[config.mk]
export PLATFORM = sky130hd
export DESIGN_NAME = mhpq_ctrl
export DESIGN_NICKNAME = d
export VERILOG_FILES = /design/src/rtl/mhpq_pkg.sv /design/src/rtl/mhpq_ctrl.sv
export SDC_FILE = /design/constraint.sdc
export NUM_CORES = 1
export LEC_CHECK = 0
export BUFFER_PORTS_ARGS = -buffer_cell sky130_fd_sc_hd__buf_4
export CAP_MARGIN = 20
export CORE_AREA = 2 2 39 41
export DETAILED_ROUTE_END_ITERATION = 10
export DIE_AREA = 0 0 41 43
export PLACE_DENSITY = 0.65
export SLEW_MARGIN = 5
export SYNTH_ARGS = -nofsm -noshare
export SYNTH_HDL_FRONTEND = slang
export SYNTH_SLANG_ARGS = --single-unit
[constraint.sdc]
create_clock -name clk -period 1.9 [get_ports clk]
set_input_delay 0.38 -clock clk [delete_from_list [all_inputs] [get_ports clk]]
set_output_delay 0.38 -clock clk [all_outputs]
set_load 0.02 [all_outputs]
[src/rtl/mhpq_pkg.sv]
`timescale 1ns / 1ps

package mhpq_pkg;

	// Heap geometry and field widths.
	localparam int CAPACITY = 256;
	localparam int KEY_W    = 32;
	localparam int SYM_W    = 8;
	localparam int IDX_W    = $clog2(CAPACITY);
	localparam int CNT_W    = $clog2(CAPACITY + 1);
	localparam int CHILD_W  = IDX_W + 2;
	localparam int FILL_W   = 9;
	localparam int ENTRY_W  = SYM_W + KEY_W;

	// Operation codes carried in the func field.
	localparam logic FUNC_INSERT  = 1'b0;
	localparam logic FUNC_EXTRACT = 1'b1;

	typedef enum logic [1:0] {
		ST_OK    = 2'd0,
		ST_FULL  = 2'd1,
		ST_EMPTY = 2'd2
	} status_t;

	typedef struct packed {
		logic        func;
		logic [7:0]  symbol;
		logic [31:0] weight;
	} req_t;

	typedef struct packed {
		logic [1:0]  status;
		logic [7:0]  min_symbol;
		logic [31:0] min_weight;
		logic [8:0]  fill;
	} rsp_t;

	typedef struct packed {
		logic [SYM_W-1:0] symbol;
		logic [KEY_W-1:0] weight;
	} entry_t;

	// Read address selection: ENDS reads the root on port A and the last entry on port B.
	typedef enum logic [1:0] {
		RD_ENDS,
		RD_PARENT,
		RD_CHILDREN
	} rd_sel_t;

	typedef enum logic [1:0] {
		WR_NONE,
		WR_ENTRY,
		WR_PARENT,
		WR_CHILD
	} wr_sel_t;

	typedef struct packed {
		logic    load_item;
		logic    ins_start;
		logic    set_full;
		logic    set_empty;
		logic    ext_load;
		logic    cap_root;
		logic    move_up;
		logic    move_down;
		logic    emit;
		rd_sel_t rd_sel;
		wr_sel_t wr_sel;
	} cmd_t;

	typedef struct packed {
		logic extract;
		logic empty;
		logic full;
		logic pos_zero;
		logic left_out;
		logic parent_gt;
		logic child_lt;
	} sts_t;

endpackage

[src/rtl/mhpq_ctrl.sv]
`timescale 1ns / 1ps

// Sequencer for insert with sift-up and extract with sift-down.
module mhpq_ctrl (
	input  logic           clk,
	input  logic           arst_n,
	input  logic           req_valid,
	output logic           req_stall,
	output logic           rsp_valid,
	input  logic           rsp_stall,
	input  mhpq_pkg::sts_t sts,
	output mhpq_pkg::cmd_t cmd
);

	typedef enum logic [3:0] {
		S_IDLE,
		S_DECODE,
		S_UP_CHK,
		S_UP_CMP,
		S_ROOT_RD,
		S_ROOT_CAP,
		S_DN_LOAD,
		S_DN_CHK,
		S_DN_CMP,
		S_RESP
	} state_t;

	state_t state_q;
	state_t state_d;
	logic   rsp_valid_q;
	logic   rsp_free;

	assign rsp_free  = !rsp_valid_q || !rsp_stall;
	assign req_stall = state_q != S_IDLE;
	assign rsp_valid = rsp_valid_q;

	always_comb begin
		cmd     = '0;
		state_d = state_q;
		case (state_q)
			S_IDLE: begin
				if (req_valid) begin
					cmd.load_item = 1'b1;
					state_d       = S_DECODE;
				end
			end
			S_DECODE: begin
				if (sts.extract) begin
					if (sts.empty) begin
						cmd.set_empty = 1'b1;
						state_d       = S_RESP;
					end else begin
						cmd.rd_sel = mhpq_pkg::RD_ENDS;
						state_d    = S_DN_LOAD;
					end
				end else if (sts.full) begin
					cmd.set_full = 1'b1;
					state_d      = S_ROOT_RD;
				end else begin
					cmd.ins_start = 1'b1;
					state_d       = S_UP_CHK;
				end
			end
			S_UP_CHK: begin
				if (sts.pos_zero) begin
					cmd.wr_sel = mhpq_pkg::WR_ENTRY;
					state_d    = S_ROOT_RD;
				end else begin
					cmd.rd_sel = mhpq_pkg::RD_PARENT;
					state_d    = S_UP_CMP;
				end
			end
			S_UP_CMP: begin
				if (sts.parent_gt) begin
					cmd.wr_sel  = mhpq_pkg::WR_PARENT;
					cmd.move_up = 1'b1;
					state_d     = S_UP_CHK;
				end else begin
					cmd.wr_sel = mhpq_pkg::WR_ENTRY;
					state_d    = S_ROOT_RD;
				end
			end
			S_ROOT_RD: begin
				cmd.rd_sel = mhpq_pkg::RD_ENDS;
				state_d    = S_ROOT_CAP;
			end
			S_ROOT_CAP: begin
				cmd.cap_root = 1'b1;
				state_d      = S_RESP;
			end
			S_DN_LOAD: begin
				cmd.ext_load = 1'b1;
				state_d      = S_DN_CHK;
			end
			S_DN_CHK: begin
				if (sts.left_out) begin
					cmd.wr_sel = mhpq_pkg::WR_ENTRY;
					state_d    = S_RESP;
				end else begin
					cmd.rd_sel = mhpq_pkg::RD_CHILDREN;
					state_d    = S_DN_CMP;
				end
			end
			S_DN_CMP: begin
				if (sts.child_lt) begin
					cmd.wr_sel    = mhpq_pkg::WR_CHILD;
					cmd.move_down = 1'b1;
					state_d       = S_DN_CHK;
				end else begin
					cmd.wr_sel = mhpq_pkg::WR_ENTRY;
					state_d    = S_RESP;
				end
			end
			S_RESP: begin
				if (rsp_free) begin
					cmd.emit = 1'b1;
					state_d  = S_IDLE;
				end
			end
			default: begin
				state_d = S_IDLE;
			end
		endcase
	end

	always_ff @(posedge clk or negedge arst_n) begin
		if (!arst_n) begin
			state_q     <= S_IDLE;
			rsp_valid_q <= 1'b0;
		end else begin
			state_q <= state_d;
			if (cmd.emit) begin
				rsp_valid_q <= 1'b1;
			end else if (!rsp_stall) begin
				rsp_valid_q <= 1'b0;
			end
		end
	end

endmodule

==> impl_metrics.prom <==
# TYPE chip_impl_metric gauge
chip_impl_metric{name="worst-path-max-fanout",unit=""} 5
chip_impl_metric{name="cts_made_buffers",unit=""} 3
chip_impl_metric{name="synthesized_area_divided_by_synthesized_cell_count",unit="µm²"} 7.43
chip_impl_metric{name="synth-edff-count",unit=""} 0
chip_impl_metric{name="area_growth_syn_to_layout",unit="%"} 70.7
chip_impl_metric{name="setup_viol",unit=""} 0
chip_impl_metric{name="first_pass_grt_wire_length",unit="mm"} 2.26
chip_impl_metric{name="synth-async-reset-ratio",unit="%"} 100
chip_impl_info{name="status",value="finished, final reports clean"} 1
chip_impl_metric{name="wirelength_per_cell",unit="µm"} 12.3
chip_impl_metric{name="initial_antenna_violation_count",unit=""} 0
chip_impl_metric{name="final_design_instance_area_without_fill",unit="µm²"} 786
chip_impl_info{name="criticalPathCategory",value="reg2out"} 1
chip_impl_info{name="synth.top_cells.by_count",value="sky130_fd_sc_hd__nor2_1 (9), sky130_fd_sc_hd__nand2_1 (7), sky130_fd_sc_hd__dfrtp_1 (5)"} 1
chip_impl_metric{name="post_synth_num_cell_types",unit=""} 29
chip_impl_info{name="main_combinational_cell_family_by_area_after_synthesis",value="simple AND/OR/NAND/NOR gates"} 1
chip_impl_info{name="timing.critical_path.cells",value="or4b_4 > nor3_2 > buf_4"} 1
chip_impl_metric{name="setup.reg_to_reg.worst_slack",unit="ns"} 0.30
chip_impl_metric{name="routed-via-count",unit=""} 589
chip_impl_metric{name="yosys.area_share.simple",unit="%"} 48.4
chip_impl_info{name="cts_root_buf",value="sky130_fd_sc_hd__clkbuf_4"} 1
chip_impl_metric{name="postLayoutSetupSlackWorst",unit="ns"} 0.00343
chip_impl_metric{name="path_clk_slew",unit="ns"} 0.05
chip_impl_metric{name="initial_utilization",unit="%"} 33.3
chip_impl_metric{name="detailedPlacementHpwl",unit="mm"} 1.02
chip_impl_metric{name="critical_path_required",unit="ns"} 1.52
chip_impl_metric{name="post_synth_instance_area",unit="µm²"} 460
chip_impl_metric{name="clk_latency",unit="ns"} 0.25
chip_impl_metric{name="timing.critical_path.slowest_cell_delay",unit="ns"} 0.58
chip_impl_info{name="synth.largest_area_cell",value="sky130_fd_sc_hd__dfrtp_1"} 1
chip_impl_metric{name="ir_drop",unit="µV"} 491
chip_impl_metric{name="groute.usage.overall",unit="%"} 18.4
chip_impl_metric{name="post-place-cells",unit=""} 105
chip_impl_info{name="timing.hold.worst.class",value="in2reg"} 1
chip_impl_metric{name="fp-row-count",unit=""} 14
chip_impl_metric{name="drt_drc",unit=""} 0
chip_impl_metric{name="detailedRoute.firstIterationViolations",unit=""} 13
chip_impl_metric{name="fin_cells",unit=""} 114
chip_impl_info{name="cell_types_with_the_largest_area_share_after_synthesis",value="sky130_fd_sc_hd__dfrtp_1 (27%), sky130_fd_sc_hd__nor2_1 (7.3%), sky130_fd_sc_hd__nand2_1 (5.7%)"} 1
chip_impl_info{name="end_kind",value="output port"} 1
chip_impl_info{name="rsz0062_at_grt",value="true"} 1
chip_impl_metric{name="n_antenna_cell",unit=""} 0
chip_impl_info{name="cts_tree",value="done"} 1
chip_impl_metric{name="cap_violations",unit=""} 0
chip_impl_metric{name="utilization",unit="%"} 56.8
chip_impl_info{name="yosys.cell_count.top_type",value="sky130_fd_sc_hd__nor2_1"} 1
chip_impl_metric{name="detailed_route_vias_per_instance",unit=""} 5.17
chip_impl_info{name="critPathLaunchType",value="flip-flop"} 1
chip_impl_metric{name="io_buffers",unit=""} 25
chip_impl_metric{name="ys_seq_area_share",unit="%"} 27.2
chip_impl_metric{name="power-per-cell-area",unit="mW/mm²"} 1440
chip_impl_metric{name="grt_start_max_net_pins",unit=""} 13
chip_impl_metric{name="max-slew-margin-rel",unit="%"} 85.4
chip_impl_metric{name="p_leak",unit="nW"} 0.382
chip_impl_metric{name="post_synth_inst_count",unit=""} 62
chip_impl_metric{name="detailedRoute.firstPassIterationCount",unit=""} 4
chip_impl_metric{name="worst_slew_pin_slew",unit="ns"} 0.212
chip_impl_metric{name="nNetsFinal",unit=""} 110
chip_impl_metric{name="drive_gt1_share",unit="%"} 52.0
chip_impl_metric{name="placedInstanceArea",unit="µm²"} 693
chip_impl_metric{name="clock-sinks",unit=""} 5
chip_impl_metric{name="ys_warn_count",unit=""} 0
chip_impl_metric{name="yosys.area_share.xor_xnor",unit="%"} 0
chip_impl_metric{name="first_global_vias",unit=""} 531
chip_impl_metric{name="synth_compound_gate_area_share",unit="%"} 14.9
chip_impl_metric{name="routed_wl",unit="mm"} 1.40
chip_impl_metric{name="max_clock_freq",unit="GHz"} 0.527
chip_impl_metric{name="antenna_viol_nets_final",unit=""} 0
chip_impl_metric{name="gr-total-overflow",unit=""} 0
chip_impl_metric{name="gp_routability_congestion",unit=""} 0.823
chip_impl_metric{name="drv_slew",unit=""} 0
chip_impl_metric{name="min_period",unit="ns"} 1.90
chip_impl_metric{name="clock_tree.buffer_depth",unit=""} 2
chip_impl_metric{name="die_w",unit="µm"} 41
chip_impl_metric{name="finalHoldViolCount",unit=""} 0
chip_impl_metric{name="h-tree-depth",unit=""} 1
chip_impl_metric{name="min_period_over_period",unit="%"} 99.8
chip_impl_metric{name="synth_nets",unit=""} 73
chip_impl_metric{name="place_ws",unit="ns"} 0.182
chip_impl_metric{name="muxShareOfSynthArea",unit="%"} 4.62
chip_impl_metric{name="floorplan.die.height",unit="µm"} 43
chip_impl_metric{name="post_synth_fa_ha_maj_area_fraction",unit="%"} 0
chip_impl_metric{name="synth_top_area_share",unit="%"} 27.2
chip_impl_metric{name="worst_clock_skew",unit="ns"} 0.00427
chip_impl_info{name="crit_slowest_cell",value="sky130_fd_sc_hd__or4b_4"} 1
chip_impl_metric{name="ys_ff_latch",unit=""} 5
chip_impl_metric{name="crit_arrival",unit="ns"} 1.52
chip_impl_metric{name="dieArea",unit="mm²"} 0.00176
chip_impl_info{name="synthFlopType",value="sky130_fd_sc_hd__dfrtp_1"} 1
chip_impl_metric{name="io_pins",unit=""} 26
chip_impl_metric{name="design.core.area",unit="mm²"} 0.00138
## cells in the final DEF, fill, tap and decap left out, types with 3 or more instances in the layout
cell type / synthesis / layout
sky130_fd_sc_hd__nor2_1: 9 / 6
sky130_fd_sc_hd__clkbuf_4: 0 / 3
sky130_fd_sc_hd__nand3b_1: 3 / 3
sky130_fd_sc_hd__nor3_2: 1 / 3
sky130_fd_sc_hd__nand2_1: 7 / 7
sky130_fd_sc_hd__buf_4: 1 / 33
sky130_fd_sc_hd__nand2b_1: 3 / 3
sky130_fd_sc_hd__nor2_2: 0 / 3
sky130_fd_sc_hd__a21oi_1: 3 / 3
sky130_fd_sc_hd__dfrtp_1: 5 / 3
## path summary, 6_finish.rpt
kind                       depth (start not counted)                endpoint              startpoint
max in group asynchronous                          2  state_q[2]$_DFFE_PN0P_                  arst_n
min reg2reg                                        2   rsp_valid$_DFFE_PN0P_   rsp_valid$_DFFE_PN0P_
min in group asynchronous                          2   rsp_valid$_DFFE_PN0P_                  arst_n
max reg2reg                                        6  state_q[0]$_DFFE_PN0P_  state_q[2]$_DFFE_PN0P_
max                                                3                 cmd[11]  state_q[2]$_DFFE_PN0P_
min                                                3   rsp_valid$_DFFE_PN0P_               rsp_stall
## layout make-up
cell class	count	area [µm²]
clock buffer	4	26.3
tap	16	20.0
multi-input combinational	52	335
timing repair buffer	35	269
inverter	2	7.51
sequential	5	128
fill	142	598
## cell families after synthesis
kind of cell    after synthesis
compound gates               11
buf+inv                       5
flops                         5
mux                           2
simple gates                 39
## flip-flops by register name, indices dropped and copies added, names as in the netlist
name / flops
state_q: 4
rsp_valid: 1
## critical path, delay by kind of cell (launching register included)
family | cells | cell delay (ns)
flip-flops | 1 | 0.42
AND/OR/NAND/NOR | 2 | 0.70
buffers and inverters | 1 | 0.16
## what timing repair did
action | CTS | global route
resized for setup | 3 | 6
buffers inserted | 3 | 1
setup endpoints to repair | 5 | 7
hold buffers | 1 | 0
pin swaps | 2 | 1
endpoints found under the hold margin | 5 | 0
## through the flow
stage	total power, mW	hold slack, ns	TNS (ns)
after global placement	0.914	0.183	0
final	1.13	0.359	0
after global routing	1.23	0.360	-0.173
after detailed placement	0.924	0.185	0
after CTS	1.10	0.354	-0.0101
after floorplan	0.658	0.0844	0
## where the power goes
group | switching, mW | internal [mW] | leakage [nW]
clock | 0.0459 | 0.0795 | 0.0150
sequential | 0.0460 | 0.157 | 0.0626
combinational | 0.426 | 0.379 | 0.304
total | 0.518 | 0.616 | 0.382
## routing by layer
| layer | up-vias | global-route usage (%) | part of all wire (%) |
|---|---|---|---|
| li1 | 288 | - | - |
| met1 | 282 | 22.6 | 41 |
| met2 | 19 | 29.7 | 54 |
| met3 | 0 | 6.28 | 5.1 |
| met4 | 0 | 4.00 | 0 |
| met5 | - | 0 | 0 |
No activity file was read; power rests on OpenSTA's default activity.
